File: src/hdl/sdsh_pkg.sv
// Package for the SD card SPI-mode sector host: field widths, status codes,
// register indexes and command frame constants. No dependencies.
`timescale 1ns / 1ps
package sdsh_pkg;
	localparam int SECTOR_BYTES_C = 512;
	localparam int RESPONSE_POLL_BYTES_C = 10;
	localparam int INIT_CLOCK_BYTES_C = 80;
	localparam int CMD0_GAP_BYTES = 20;
	localparam int WRITE_LEAD_BYTES = 10;
	localparam int CFG_W = 24;
	localparam int CFG_IDX_W = 3;

	typedef enum logic [1:0] {
		OP_BYTE = 2'd0, OP_INIT = 2'd1, OP_READ = 2'd2, OP_WRITE = 2'd3
	} op_t;

	typedef enum logic [3:0] {
		ST_OK = 4'd0, ST_CMD0 = 4'd1, ST_CMD8 = 4'd2, ST_ACMD41 = 4'd3, ST_CMD58 = 4'd4,
		ST_CMD_REJ = 4'd5, ST_TOKEN = 4'd6, ST_DATA_REJ = 4'd7, ST_BUSY = 4'd8
	} status_t;

	localparam logic [CFG_IDX_W-1:0] REG_READY = 3'd0;
	localparam logic [CFG_IDX_W-1:0] REG_TOKEN = 3'd1;
	localparam logic [CFG_IDX_W-1:0] REG_BUSY = 3'd2;
	localparam logic [CFG_IDX_W-1:0] REG_ACMD41 = 3'd3;
	localparam logic [CFG_IDX_W-1:0] REG_CMD0 = 3'd4;

	localparam logic [5:0] CMD0 = 6'd0;
	localparam logic [5:0] CMD8 = 6'd8;
	localparam logic [5:0] CMD17 = 6'd17;
	localparam logic [5:0] CMD24 = 6'd24;
	localparam logic [5:0] CMD41 = 6'd41;
	localparam logic [5:0] CMD55 = 6'd55;
	localparam logic [5:0] CMD58 = 6'd58;

	localparam logic [7:0] IDLE_BYTE = 8'hFF;
	localparam logic [7:0] DATA_TOKEN = 8'hFE;
	localparam logic [7:0] R1_IDLE = 8'h01;
	localparam logic [7:0] R1_READY = 8'h00;

	typedef struct packed {
		logic [1:0]  op;
		logic [31:0] sector;
		logic [7:0]  miso_byte;
		logic [7:0]  write_byte;
	} in_item_t;

	typedef struct packed {
		logic        exchange_valid;
		logic [7:0]  mosi_byte;
		logic        cs_asserted;
		logic        read_valid;
		logic [7:0]  read_byte;
		logic        read_last;
		logic        write_taken;
		logic        done_res;
		logic [3:0]  status;
	} out_item_t;

	function automatic logic [47:0] make_frame(logic [5:0] cmd, logic [31:0] arg);
		logic [7:0] crc;
		crc = (cmd == CMD0) ? 8'h95 : ((cmd == CMD8) ? 8'h87 : 8'hFF);
		return {2'b01, cmd, arg, crc};
	endfunction
endpackage

File: src/hdl/sdsh_stream_if.sv
// Valid/ready channel carrying one payload item. Depends on nothing.
`timescale 1ns / 1ps
interface sdsh_stream_if #(parameter type item_t = logic) (input logic clk);
	logic  valid;
	logic  ready;
	item_t data;
	modport source(output valid, output data, input ready);
	modport sink(input valid, input data, output ready);
endinterface

File: src/hdl/sd_spi_sector_host_core.sv
// SD card SPI-mode sector host: the sequencer that picks the next SPI byte.
// Depends on sdsh_pkg and sdsh_stream_if.
//
// Each accepted item is one SPI byte exchange and yields one result item; the
// sequencer decides the next byte combinationally from the state registers, so
// an item is accepted every cycle unless the output stalls. The result waits in
// an output register; a new item is taken whenever it is empty or being drained.
`timescale 1ns / 1ps
module sd_spi_sector_host_core #(
	parameter int RESPONSE_POLL_BYTES = sdsh_pkg::RESPONSE_POLL_BYTES_C,
	parameter int INIT_CLOCK_BYTES = sdsh_pkg::INIT_CLOCK_BYTES_C
) (
	input  logic                         clk,
	input  logic                         arst_n,
	input  logic                         cfg_we,
	input  logic [sdsh_pkg::CFG_IDX_W-1:0] cfg_index,
	input  logic [sdsh_pkg::CFG_W-1:0]     cfg_data,
	sdsh_stream_if.sink                  in_ch,
	sdsh_stream_if.source                out_ch
);
	import sdsh_pkg::*;

	typedef enum logic [4:0] {
		PH_IDLE, PH_CLOCKS, PH_GAP, PH_CMD_DESEL, PH_CMD_READY, PH_CMD_FRAME,
		PH_CMD_RESP, PH_CMD_NOTREADY, PH_CMD0_GAP, PH_R7, PH_OCR, PH_TOKEN,
		PH_RDATA, PH_RCRC, PH_WLEAD, PH_WTOKEN, PH_WDATA, PH_WCRC, PH_WRESP,
		PH_WBUSY, PH_WREADY
	} phase_t;

	logic [23:0] ready_lim_q;
	logic [15:0] token_lim_q, busy_lim_q, acmd_lim_q;
	logic [7:0]  cmd0_lim_q;

	phase_t      phase_q, phase_d;
	logic        block_addr_q, block_addr_d;
	logic [47:0] frame_q, frame_d;
	logic [9:0]  bcnt_q, bcnt_d;
	logic [23:0] pcnt_q, pcnt_d;
	logic [15:0] rcnt_q, rcnt_d;
	logic [7:0]  ocr_q, ocr_d;
	out_item_t   res, out_q;
	logic        out_v_q;
	logic        take;

	in_item_t    it;
	logic [23:0] pcnt_inc;
	logic [15:0] rcnt_inc;
	logic [7:0]  miso;
	logic [7:0]  rsp;
	logic        do_rsp;

	assign it = in_ch.data;
	assign miso = it.miso_byte;
	assign in_ch.ready = !out_v_q || out_ch.ready;
	assign take = in_ch.valid && in_ch.ready;
	assign out_ch.valid = out_v_q;
	assign out_ch.data = out_q;
	assign pcnt_inc = pcnt_q + 24'd1;
	assign rcnt_inc = rcnt_q + 16'd1;

	function automatic logic [7:0] fbyte(logic [47:0] f, logic [9:0] i);
		logic [7:0] b;
		case (i[2:0])
			3'd0: b = f[47:40];
			3'd1: b = f[39:32];
			3'd2: b = f[31:24];
			3'd3: b = f[23:16];
			3'd4: b = f[15:8];
			default: b = f[7:0];
		endcase
		return b;
	endfunction

	always_comb begin
		logic [31:0] addr;
		phase_d = phase_q;
		block_addr_d = block_addr_q;
		frame_d = frame_q;
		bcnt_d = bcnt_q;
		pcnt_d = pcnt_q;
		rcnt_d = rcnt_q;
		ocr_d = ocr_q;
		res = '0;
		do_rsp = 1'b0;
		rsp = miso;
		addr = block_addr_q ? it.sector : {it.sector[22:0], 9'd0};
		case (phase_q)
			PH_IDLE: begin
				if (it.op == OP_INIT) begin
					bcnt_d = '0;
					res.exchange_valid = 1'b1; res.mosi_byte = IDLE_BYTE;
					phase_d = PH_CLOCKS;
				end else if (it.op == OP_READ || it.op == OP_WRITE) begin
					rcnt_d = '0;
					frame_d = make_frame((it.op == OP_READ) ? CMD17 : CMD24, addr);
					res.exchange_valid = 1'b1; res.mosi_byte = IDLE_BYTE;
					phase_d = PH_CMD_DESEL;
				end
			end
			PH_CLOCKS: begin
				res.exchange_valid = 1'b1; res.mosi_byte = IDLE_BYTE;
				if (32'(bcnt_q) + 32'd1 < 32'(INIT_CLOCK_BYTES)) bcnt_d = bcnt_q + 10'd1;
				else begin
					rcnt_d = '0; frame_d = make_frame(CMD0, '0); phase_d = PH_CMD_DESEL;
				end
			end
			PH_GAP: begin
				res.exchange_valid = 1'b1; res.mosi_byte = IDLE_BYTE;
				phase_d = PH_CMD_DESEL;
			end
			PH_CMD_DESEL: begin
				pcnt_d = '0;
				res.exchange_valid = 1'b1; res.mosi_byte = IDLE_BYTE; res.cs_asserted = 1'b1;
				phase_d = PH_CMD_READY;
			end
			PH_CMD_READY: begin
				pcnt_d = pcnt_inc;
				res.exchange_valid = 1'b1; res.mosi_byte = IDLE_BYTE; res.cs_asserted = 1'b1;
				if (miso == IDLE_BYTE) begin
					bcnt_d = '0; res.mosi_byte = frame_q[47:40]; phase_d = PH_CMD_FRAME;
				end else if (pcnt_inc >= ready_lim_q) begin
					res.cs_asserted = 1'b0; phase_d = PH_CMD_NOTREADY;
				end
			end
			PH_CMD_FRAME: begin
				res.exchange_valid = 1'b1; res.cs_asserted = 1'b1; res.mosi_byte = IDLE_BYTE;
				if (bcnt_q < 10'd5) begin
					bcnt_d = bcnt_q + 10'd1; res.mosi_byte = fbyte(frame_q, bcnt_q + 10'd1);
				end else begin
					pcnt_d = 24'd1; phase_d = PH_CMD_RESP;
				end
			end
			PH_CMD_RESP: begin
				if (!miso[7] || 32'(pcnt_q) >= 32'(RESPONSE_POLL_BYTES)) do_rsp = 1'b1;
				else begin
					pcnt_d = pcnt_inc;
					res.exchange_valid = 1'b1; res.mosi_byte = IDLE_BYTE; res.cs_asserted = 1'b1;
				end
			end
			PH_CMD_NOTREADY: begin
				do_rsp = 1'b1; rsp = IDLE_BYTE;
			end
			PH_CMD0_GAP: begin
				res.exchange_valid = 1'b1; res.mosi_byte = IDLE_BYTE;
				if (32'(bcnt_q) < CMD0_GAP_BYTES) bcnt_d = bcnt_q + 10'd1;
				else begin
					frame_d = make_frame(CMD0, '0); phase_d = PH_CMD_DESEL;
				end
			end
			PH_R7: begin
				res.exchange_valid = 1'b1; res.mosi_byte = IDLE_BYTE;
				if (bcnt_q < 10'd3) begin
					bcnt_d = bcnt_q + 10'd1; res.cs_asserted = 1'b1;
				end else begin
					rcnt_d = '0; frame_d = make_frame(CMD55, '0); phase_d = PH_GAP;
				end
			end
			PH_OCR: begin
				res.exchange_valid = 1'b1; res.mosi_byte = IDLE_BYTE;
				if (bcnt_q == '0) ocr_d = miso;
				if (bcnt_q < 10'd3) begin
					bcnt_d = bcnt_q + 10'd1; res.cs_asserted = 1'b1;
				end else begin
					block_addr_d = ocr_q[6];
					res.done_res = 1'b1; res.status = ST_OK; phase_d = PH_IDLE;
				end
			end
			PH_TOKEN: begin
				res.exchange_valid = 1'b1; res.mosi_byte = IDLE_BYTE; res.cs_asserted = 1'b1;
				if (miso == DATA_TOKEN) begin
					bcnt_d = '0; phase_d = PH_RDATA;
				end else begin
					pcnt_d = pcnt_inc;
					if (pcnt_inc >= {8'd0, token_lim_q}) begin
						res.cs_asserted = 1'b0; res.done_res = 1'b1; res.status = ST_TOKEN;
						phase_d = PH_IDLE;
					end
				end
			end
			PH_RDATA: begin
				res.exchange_valid = 1'b1; res.mosi_byte = IDLE_BYTE; res.cs_asserted = 1'b1;
				res.read_valid = 1'b1; res.read_byte = miso;
				res.read_last = (bcnt_q == 10'(SECTOR_BYTES_C - 1));
				if (bcnt_q < 10'(SECTOR_BYTES_C - 1)) bcnt_d = bcnt_q + 10'd1;
				else begin
					bcnt_d = '0; phase_d = PH_RCRC;
				end
			end
			PH_RCRC: begin
				res.exchange_valid = 1'b1; res.mosi_byte = IDLE_BYTE;
				if (bcnt_q == '0) begin
					bcnt_d = 10'd1; res.cs_asserted = 1'b1;
				end else begin
					res.done_res = 1'b1; res.status = ST_OK; phase_d = PH_IDLE;
				end
			end
			PH_WLEAD: begin
				res.exchange_valid = 1'b1; res.mosi_byte = IDLE_BYTE; res.cs_asserted = 1'b1;
				if (32'(bcnt_q) < WRITE_LEAD_BYTES - 1) bcnt_d = bcnt_q + 10'd1;
				else begin
					res.mosi_byte = DATA_TOKEN; phase_d = PH_WTOKEN;
				end
			end
			PH_WTOKEN: begin
				bcnt_d = '0;
				res.exchange_valid = 1'b1; res.mosi_byte = it.write_byte; res.cs_asserted = 1'b1;
				res.write_taken = 1'b1; phase_d = PH_WDATA;
			end
			PH_WDATA: begin
				res.exchange_valid = 1'b1; res.cs_asserted = 1'b1;
				if (bcnt_q < 10'(SECTOR_BYTES_C - 1)) begin
					bcnt_d = bcnt_q + 10'd1; res.mosi_byte = it.write_byte; res.write_taken = 1'b1;
				end else begin
					bcnt_d = '0; res.mosi_byte = IDLE_BYTE; phase_d = PH_WCRC;
				end
			end
			PH_WCRC: begin
				res.exchange_valid = 1'b1; res.mosi_byte = IDLE_BYTE; res.cs_asserted = 1'b1;
				if (bcnt_q == '0) bcnt_d = 10'd1;
				else phase_d = PH_WRESP;
			end
			PH_WRESP: begin
				res.exchange_valid = 1'b1; res.mosi_byte = IDLE_BYTE;
				if (miso[4:0] != 5'h05) begin
					res.done_res = 1'b1; res.status = ST_DATA_REJ; phase_d = PH_IDLE;
				end else begin
					pcnt_d = '0; res.cs_asserted = 1'b1; phase_d = PH_WBUSY;
				end
			end
			PH_WBUSY: begin
				res.exchange_valid = 1'b1; res.mosi_byte = IDLE_BYTE; res.cs_asserted = 1'b1;
				rcnt_d = '0;
				if (miso != 8'h00) begin
					pcnt_d = '0; phase_d = PH_WREADY;
				end else if (pcnt_inc >= {8'd0, busy_lim_q}) begin
					rcnt_d = 16'd1; pcnt_d = '0; phase_d = PH_WREADY;
				end else pcnt_d = pcnt_inc;
			end
			PH_WREADY: begin
				pcnt_d = pcnt_inc;
				res.exchange_valid = 1'b1; res.mosi_byte = IDLE_BYTE; res.cs_asserted = 1'b1;
				if (miso == IDLE_BYTE || pcnt_inc >= ready_lim_q) begin
					res.cs_asserted = 1'b0; res.done_res = 1'b1;
					res.status = (rcnt_q != '0) ? ST_BUSY : ST_OK; phase_d = PH_IDLE;
				end
			end
			default: phase_d = PH_IDLE;
		endcase

		if (do_rsp) begin
			res = '0;
			res.exchange_valid = 1'b1; res.mosi_byte = IDLE_BYTE;
			case (frame_q[45:40])
				CMD0: begin
					if (rsp == R1_IDLE) begin
						frame_d = make_frame(CMD8, 32'h0000_01AA); phase_d = PH_CMD_DESEL;
					end else begin
						rcnt_d = rcnt_inc;
						if (rcnt_inc >= {8'd0, cmd0_lim_q}) begin
							res.done_res = 1'b1; res.status = ST_CMD0; phase_d = PH_IDLE;
						end else begin
							bcnt_d = '0; phase_d = PH_CMD0_GAP;
						end
					end
				end
				CMD8: begin
					if (rsp != R1_IDLE) begin
						res.done_res = 1'b1; res.status = ST_CMD8; phase_d = PH_IDLE;
					end else begin
						res.cs_asserted = 1'b1; bcnt_d = '0; phase_d = PH_R7;
					end
				end
				CMD55: begin
					frame_d = make_frame(CMD41, 32'h4000_0000); phase_d = PH_GAP;
				end
				CMD41: begin
					if (rsp == R1_READY) begin
						frame_d = make_frame(CMD58, '0); phase_d = PH_GAP;
					end else begin
						rcnt_d = rcnt_inc;
						if (rcnt_inc >= acmd_lim_q) begin
							res.done_res = 1'b1; res.status = ST_ACMD41; phase_d = PH_IDLE;
						end else begin
							frame_d = make_frame(CMD55, '0); phase_d = PH_GAP;
						end
					end
				end
				CMD58: begin
					if (rsp != R1_READY) begin
						res.done_res = 1'b1; res.status = ST_CMD58; phase_d = PH_IDLE;
					end else begin
						res.cs_asserted = 1'b1; bcnt_d = '0; phase_d = PH_OCR;
					end
				end
				CMD17: begin
					if (rsp != R1_READY) begin
						res.done_res = 1'b1; res.status = ST_CMD_REJ; phase_d = PH_IDLE;
					end else begin
						res.cs_asserted = 1'b1; pcnt_d = '0; phase_d = PH_TOKEN;
					end
				end
				CMD24: begin
					if (rsp != R1_READY) begin
						res.done_res = 1'b1; res.status = ST_CMD_REJ; phase_d = PH_IDLE;
					end else begin
						res.cs_asserted = 1'b1; bcnt_d = '0; phase_d = PH_WLEAD;
					end
				end
				default: begin
					res.done_res = 1'b1; res.status = ST_CMD_REJ; phase_d = PH_IDLE;
				end
			endcase
		end
	end

	always_ff @(posedge clk or negedge arst_n) begin
		if (!arst_n) begin
			ready_lim_q <= 24'd625000;
			token_lim_q <= 16'd10000;
			busy_lim_q <= 16'd60000;
			acmd_lim_q <= 16'd1000;
			cmd0_lim_q <= 8'd10;
		end else if (cfg_we) begin
			case (cfg_index)
				REG_READY: ready_lim_q <= cfg_data;
				REG_TOKEN: token_lim_q <= cfg_data[15:0];
				REG_BUSY: busy_lim_q <= cfg_data[15:0];
				REG_ACMD41: acmd_lim_q <= cfg_data[15:0];
				REG_CMD0: cmd0_lim_q <= cfg_data[7:0];
				default: ;
			endcase
		end
	end

	always_ff @(posedge clk or negedge arst_n) begin
		if (!arst_n) begin
			phase_q <= PH_IDLE;
			block_addr_q <= 1'b0;
			frame_q <= '0;
			bcnt_q <= '0;
			pcnt_q <= '0;
			rcnt_q <= '0;
			ocr_q <= '0;
			out_v_q <= 1'b0;
		end else begin
			if (take) begin
				phase_q <= phase_d;
				block_addr_q <= block_addr_d;
				frame_q <= frame_d;
				bcnt_q <= bcnt_d;
				pcnt_q <= pcnt_d;
				rcnt_q <= rcnt_d;
				ocr_q <= ocr_d;
				out_v_q <= 1'b1;
			end else if (out_ch.ready) begin
				out_v_q <= 1'b0;
			end
		end
	end

	always_ff @(posedge clk) begin
		if (take) out_q <= res;
	end

`ifndef SYNTHESIS
	a_done_idle: assert property (@(posedge clk) disable iff (!arst_n)
		take && res.done_res |=> phase_q == PH_IDLE)
		else $error("done without return to idle");
	a_done_desel: assert property (@(posedge clk) disable iff (!arst_n)
		out_v_q && out_q.done_res |-> !out_q.cs_asserted && out_q.exchange_valid)
		else $error("done byte must deselect");
	a_read_cs: assert property (@(posedge clk) disable iff (!arst_n)
		out_v_q && out_q.read_valid |-> out_q.cs_asserted)
		else $error("read data outside selection");
	a_hold: assert property (@(posedge clk) disable iff (!arst_n)
		out_v_q && !out_ch.ready |=> out_v_q && $stable(out_q))
		else $error("stalled result changed");
`endif
endmodule

File: src/flat_wrapper.sv
// flat-port wrapper written by rule: the top's interface ports become plain ports
module sd_spi_sector_host_core_flat import sdsh_pkg::*;
#(
	parameter int RESPONSE_POLL_BYTES = sdsh_pkg::RESPONSE_POLL_BYTES_C,
	parameter int INIT_CLOCK_BYTES = sdsh_pkg::INIT_CLOCK_BYTES_C
)
  (clk, arst_n, cfg_we, cfg_index, cfg_data, in_ch_valid, in_ch_data, in_ch_ready, out_ch_valid, out_ch_data, out_ch_ready);
  sdsh_stream_if #(.item_t(in_item_t)) in_ch_i (.clk(clk));
  sdsh_stream_if #(.item_t(out_item_t)) out_ch_i (.clk(clk));
  input  logic clk;
  input  logic arst_n;
  input  logic cfg_we;
  input  logic [sdsh_pkg::CFG_IDX_W-1:0] cfg_index;
  input  logic [sdsh_pkg::CFG_W-1:0] cfg_data;
  input wire logic [$bits(in_ch_i.valid)-1:0] in_ch_valid;
  input wire logic [$bits(in_ch_i.data)-1:0] in_ch_data;
  output wire logic [$bits(in_ch_i.ready)-1:0] in_ch_ready;
  output wire logic [$bits(out_ch_i.valid)-1:0] out_ch_valid;
  output wire logic [$bits(out_ch_i.data)-1:0] out_ch_data;
  input wire logic [$bits(out_ch_i.ready)-1:0] out_ch_ready;
  assign in_ch_i.valid = in_ch_valid;
  assign in_ch_i.data = in_ch_data;
  assign in_ch_ready = in_ch_i.ready;
  assign out_ch_valid = out_ch_i.valid;
  assign out_ch_data = out_ch_i.data;
  assign out_ch_i.ready = out_ch_ready;
  sd_spi_sector_host_core #(.RESPONSE_POLL_BYTES(RESPONSE_POLL_BYTES), .INIT_CLOCK_BYTES(INIT_CLOCK_BYTES)) u_core (.clk(clk), .arst_n(arst_n), .cfg_we(cfg_we), .cfg_index(cfg_index), .cfg_data(cfg_data), .in_ch(in_ch_i), .out_ch(out_ch_i));
endmodule
File: config.mk
export PLATFORM = sky130hd
export DESIGN_NAME = sd_spi_sector_host_core_flat
export DESIGN_NICKNAME = d
export VERILOG_FILES = /design/src/hdl/sdsh_pkg.sv /design/src/hdl/sdsh_stream_if.sv /design/src/hdl/sd_spi_sector_host_core.sv /design/src/flat_wrapper.sv
export SDC_FILE = /design/constraint.sdc
export NUM_CORES = 1
export LEC_CHECK = 0
export ABC_AREA = 1
export BUFFER_PORTS_ARGS = -buffer_cell sky130_fd_sc_hd__buf_2
export CAP_MARGIN = 20
export CORE_AREA = 2 2 260 159
export DETAILED_ROUTE_END_ITERATION = 8
export DIE_AREA = 0 0 262 161
export GPL_ROUTABILITY_DRIVEN = 0
export HOLD_SLACK_MARGIN = 0.12
export SLEW_MARGIN = 15
export SYNTH_ARGS = -nofsm -noshare
export SYNTH_HDL_FRONTEND = slang
export SYNTH_SLANG_ARGS = --single-unit
File: constraint.sdc
create_clock -name clk -period 3 [get_ports clk]
set_clock_uncertainty 0.15 [all_clocks]
set_input_delay 0.9 -clock clk [delete_from_list [all_inputs] [get_ports clk]]
set_output_delay 0.9 -clock clk [all_outputs]
set_load 0.005 [all_outputs]
Yosys cells after proc, flatten, opt, wreduce, memory -nomap -nowiden. Index checks and enable logic that the tools add are counted.

Logic and storage cells: 267. Register bits after elaboration: 218. Output and inout port bits: 28.

$lt $le $gt $ge: 12. Bitwise gates (word level): 2. Reductions and logical operators: 37. Add/subtract/negate cells: 4. Equal/unequal tests: 60. Mux-type cells: 130.

Operator list (count): 2-to-1 mux 48 bit (9); 2-to-1 mux 24 bit (9); one-hot mux 48 bit (4 select lines) (1); 2-to-1 mux 5 bit (36); 2-to-1 mux 10 bit (17); one-hot mux 24 bit (7 select lines) (1); one-hot mux 48 bit (3 select lines) (1); 2-to-1 mux 16 bit (8); one-hot mux 10 bit (11 select lines) (1); one-hot mux 5 bit (20 select lines) (1); one-hot mux 9 bit (8 select lines) (1); one-hot mux 16 bit (4 select lines) (1); greater-or-equal comparator 24 x 16 -> 1 bit (2); == test 5 x 4 -> 1 bit, second input constant (8); 2-to-1 mux 8 bit (5); one-hot mux 8 bit (5 select lines) (1); one-hot mux 5 bit (7 select lines) (1); less-than comparator 32 x 7 -> 1 bit, second input constant (1); 2-to-1 mux 32 bit (1); one-hot mux 16 bit (2 select lines) (1); inequality test 3 x 2 -> 1 bit, second input constant (10); one-hot mux 10 bit (3 select lines) (1); one-hot mux 5 bit (6 select lines) (1); 2-to-1 mux 4 bit (7); 60 further kinds (120).

Depth between registers and ports, before layout.
Depth in word-level cells: 12. Mapped depth: 23. Mapped depth without buffers: 22.

Worst setup path after synthesis. OpenSTA, ideal clock, no wires.

Kind: flip-flop to flip-flop. Start point: register u_core.pcnt_q[0]. End point: register u_core.out_q (netlist bit u_core.out_ch.data[16]), data pin. Arrival: 2686 ps. Stages on the path, launching flop included: 17. Path buffers: 0. Data required time: 2582 ps. Library setup time: 268 ps. Setup slack: -105 ps. Cells stage by stage: dfrtp_1 -> ha_1 -> nand3_1 -> nor2_1 -> nand3_1 -> xor2_1 -> ha_1 -> nand2_1 -> nor3_1 -> nand3_1 -> nor2_1 -> nand2_1 -> nand4_1 -> nand3b_1 -> inv_1 -> nor3_1 -> o211ai_1.

RTL lines: from (decl) (line sd_spi_sector_host_core.sv:38) `logic [23:0] pcnt_q, pcnt_d;`; from (signal assigned) (line sd_spi_sector_host_core.sv:351) `pcnt_q <= pcnt_d;`; to (signal assigned) (line sd_spi_sector_host_core.sv:362) `if (take) out_q <= res;`; to (decl) (line sd_spi_sector_host_core.sv:41) `out_item_t res, out_q;`.

==> flow_results.org <==
** CTS
- The tree is rooted in a sky130_fd_sc_hd__clkbuf_16.
- Deepest clock path buffer count :: 3
- CTS built an H-tree with a depth of 1.
- After clock tree synthesis, the clock-pin slew on the worst setup and hold paths is 0.07 ns.
- Clock network latency to the later pin of the worst-skew pair :: 0.55 ns
- CTS tree :: yes
- CTS buffer count :: 23
- CTS saw 212 sinks.
- Post-CTS Hold Fix Bufs :: 0

** Timing
- Ratio of final minimum period to clock period :: 110%
- Count of final setup violators :: 80
- After layout, the minimum clock period comes to 3.30 ns.
- The total count of max-transition violations in the final report is 0.
- Setup repair after global routing could not meet its margin everywhere.
- For the pin with the worst max-slew slack, the measured transition is 0.911 ns.
- Headroom to the max-slew limit came out at 38.9%.
- Timing would allow up to 303 MHz.
- Adding up every negative setup slack in the final design gives -11.53 ns.
- After layout, the worst setup slack is -0.299 ns.
- Total count of hold-check failures in the final report :: 0

** Floorplan
- Die outline height :: 161 um
- Die outline width :: 262 um
- Number of cell rows :: 57
- # IOs :: 110
- The floorplan step defined a die boundary enclosing 0.0422 mm^2.
- Once the floorplan was initialized, standard cells occupied 39.5% of the core.
- Area of the core region :: 0.0399 mm^2

** GRT
- Via count of the first global-routing pass :: 16300
- Initial antenna violation count :: 0
- Across every metal layer, demand over resource in global routing totals 26.6%.
- Entering global routing, the biggest net connects 49 pins.
- Total overflow reported by the global router :: 0
- Wire length of the first global-routing pass :: 88900 um

** Worst setup path
- The critical path is of the flop to flop type.
- Capturing element type of the critical path :: flop
- In this run the worst path has a maximum fanout of 4.
- Startpoint Class :: flop
- STA puts the critical path data required time at 3.14 ns.
- Data arrival time of the critical path :: 3.44 ns
- Reg2Reg Depth :: 20

** Pwr
- The completed layout was analyzed and its total power is 0.0198 W.
- In this run, the combinational gates consume 59.0% of the power.
- Leakage power summed over all cells :: 10.2 nW
- VDD sags by at most 0.000513 V.
- Sequential cell fraction of total power :: 23.3%
- Switching power :: 0.00894 W
- Clock network power share :: 17.6%
- Switching part of the total :: 45.1%
- Power spread over the standard cell area amounts to 914 mW/mm^2.
- Internal power :: 0.0109 W

** Outcome
- The final reports fail on setup timing.
- Result of the run :: finished with violations

** Drt
- Antenna-violating nets left :: 0
- The first routing iteration left 2209 violations.
- Total number of vias :: 17700
- The first detailed-routing pass took 8 iterations.
- After detailed routing, the number of remaining DRC violations is 0.
- Total length of routed wires :: 58800 um
- After detailed routing, the average wire length per cell comes to 18.4 um.
- After detailed routing, the number of vias per cell comes to 5.52.

** Logic synthesis
- For this run, the leading register cell type out of synthesis is sky130_fd_sc_hd__dfrtp_1.
- Cells after Synth :: 2277
- The Yosys step of the flow raised 0 warnings.
- Async SR Flop Fraction :: 87.7%
- Post-Syn Area :: 0.0158 mm^2
- Dividing the synthesized area by the synthesized cell count gives 6.93 um^2.
- After synthesis, flip-flops and latches occupy 34.7% of the total area.
- Synthesis inferred 212 register bits.
- Synthesized netlist net count :: 2449
- Yosys mapped a number of flops with a built-in enable equal to 26.
- Number of distinct standard cells referenced by the synthesized netlist :: 57

** Layout
- Of the cells placed in the final design, the portion with a size suffix greater than 1 is 30.6%.
- Relative to the synthesized area, the layout overhead comes to 37.3%.
- Post-Layout Inst Area :: 0.0217 mm^2
- In the final design database the tool counted 2823 nets.
- Count of placed standard cells in the final layout, fillers left out :: 3200
- Most common cell after layout, fill and taps aside :: sky130_fd_sc_hd__nand2_1
- Top library cells by usage in the layout, fill and taps aside :: 478 x sky130_fd_sc_hd__nand2_1, 295 x sky130_fd_sc_hd__inv_1, 271 x sky130_fd_sc_hd__buf_4

** Worst hold path
- The worst hold path belongs to the class input port to async pin.

** Place
- The count of buffers added on input and output ports is 109.
- In this run the cell area measured after placement is 0.0187 mm^2.
- The HPWL after detailed placement is 43100 um.
- Place WS :: -0.331 ns
- Including well taps, the total number of placed cells is 3100.

** Job
- The tool flagged a number of max-cap violations equal to 0.
## metal layers
layer  wire [um]  global-route usage, %
met2       23300                   35.4
met3        6880                   8.19
met1       27300                   41.5
met4        1280                   5.44
met5          59                   1.04
## per-stage QoR
stage | util [%] | hold slack (ns)
floorplan | - | 0.303
global placement | 46.8 | 0.317
detailed placement | 46.8 | 0.327
CTS | 51.5 | 0.193
global route | 54.2 | 0.209
finish | 54.2 | 0.200
## worst max-delay path, cell delays in order, from the launching register on
cell and delay, ns:
sky130_fd_sc_hd__dfrtp_1 0.44, sky130_fd_sc_hd__buf_4 0.15, sky130_fd_sc_hd__nand2_2 0.06, sky130_fd_sc_hd__nor2_2 0.18
sky130_fd_sc_hd__nand2_1 0.10, sky130_fd_sc_hd__nor2_2 0.16, sky130_fd_sc_hd__nand3_2 0.15, sky130_fd_sc_hd__nand2_2 0.09
sky130_fd_sc_hd__inv_1 0.04, sky130_fd_sc_hd__ha_1 0.27, sky130_fd_sc_hd__nand2_2 0.06, sky130_fd_sc_hd__nor2_2 0.12
sky130_fd_sc_hd__nand2_2 0.13, sky130_fd_sc_hd__nor2_1 0.12, sky130_fd_sc_hd__nand2_1 0.07, sky130_fd_sc_hd__nand4_1 0.20
sky130_fd_sc_hd__nand3b_1 0.18, sky130_fd_sc_hd__buf_4 0.12, sky130_fd_sc_hd__inv_2 0.03, sky130_fd_sc_hd__nor3_2 0.14
sky130_fd_sc_hd__o211ai_1 0.10
## flip-flops by register name, indices dropped and copies added (netlist names)
register	count
u_core.pcnt_q	24
u_core.acmd_lim_q	16
u_core.block_addr_q	1
u_core.token_lim_q	16
u_core.out_ch.data	26
u_core.frame_q	48
u_core.out_ch.valid	1
u_core.rcnt_q	16
u_core.ocr_q	1
u_core.cmd0_lim_q	8
u_core.bcnt_q	10
u_core.phase_q	5
u_core.busy_lim_q	16
u_core.ready_lim_q	24
## Yosys cell counts (14+ instances only)
master                       n  area share (%)
sky130_fd_sc_hd__o22ai_1    41             1.6
sky130_fd_sc_hd__nand2_2    17            0.67
sky130_fd_sc_hd__o21ai_0   200             6.3
sky130_fd_sc_hd__a31oi_1    21            0.83
sky130_fd_sc_hd__nor4_1     18            0.71
sky130_fd_sc_hd__nor2_1    225             5.4
sky130_fd_sc_hd__nand2_1   530              13
sky130_fd_sc_hd__ha_1       90             7.1
sky130_fd_sc_hd__nor3_1     33             1.0
sky130_fd_sc_hd__inv_1     315             7.5
sky130_fd_sc_hd__xor2_1     17            0.94
sky130_fd_sc_hd__dfstp_2    28             4.7
sky130_fd_sc_hd__nand4_1    50             2.0
sky130_fd_sc_hd__clkbuf_1   47             1.1
sky130_fd_sc_hd__o21ai_1    16            0.51
sky130_fd_sc_hd__a21oi_1   149             4.7
sky130_fd_sc_hd__nand3_1   122             3.9
sky130_fd_sc_hd__inv_2      20            0.48
sky130_fd_sc_hd__edfxtp_1   26             4.9
sky130_fd_sc_hd__buf_2      14            0.44
sky130_fd_sc_hd__dfrtp_1   158              25
## cell families after synthesis
group | Yosys count | synth area share (%)
adders and majority gates | 90 | 7.14
DFF | 212 | 34.7
xor gates and xnor gates | 19 | 1.05
and+or+nand+nor | 1040 | 28.7
buffers and inverters | 417 | 10.6
AOI/OAI and AO/OA | 499 | 17.9
## area by class of cell
cell class	count	area (um^2)
Antenna cell	1	2.50
Clock buffer	27	632
Clock inverter	15	279
Fill cell	3736	18300
Inverter	339	1280
Multi-Input combinational cell	1648	10100
Sequential cell	212	5480
Tap cell	531	664
Timing Repair Buffer	426	3250
Timing Repair inverter	1	11.3
## power groups by stage
stage	Clock (W)	Sequential [W]	Combinational, W
6_report	0.00349	0.00462	0.0117
5_1_grt	0.00367	0.00471	0.0128
3_5_place_dp	0	0.00458	0.00945
3_3_place_gp	0	0.00455	0.00926
4_1_cts	0.00354	0.00456	0.0103
2_1_floorplan	0	0.00438	0.00578
## worst paths after layout
path	start	to	slack (ns)
max in group asynchronous	arst_n	u_core.acmd_lim_q[6]$_DFFE_PN1P_	1.77
hold reg to reg	u_core.ready_lim_q[16]$_DFFE_PN1P_	u_core.ready_lim_q[16]$_DFFE_PN1P_	0.34
setup / recovery	u_core.pcnt_q[9]$_DFFE_PN0P_	u_core.out_ch.data[16]$_DFFE_PP_	-0.30
hold / removal	arst_n	u_core.bcnt_q[5]$_DFFE_PN0P_	0.20
min in group clk	u_core.ready_lim_q[16]$_DFFE_PN1P_	u_core.ready_lim_q[16]$_DFFE_PN1P_	0.34
setup reg to reg	u_core.pcnt_q[9]$_DFFE_PN0P_	u_core.out_ch.data[16]$_DFFE_PP_	-0.30
## what timing repair did
action                     in CTS  in global routing
pin swaps                      64                110
resized for setup             152                214
gates cloned                    3                  3
setup buffers                  30                 30
setup endpoints to repair      83                 93
(Power assumes the default switching activity.)
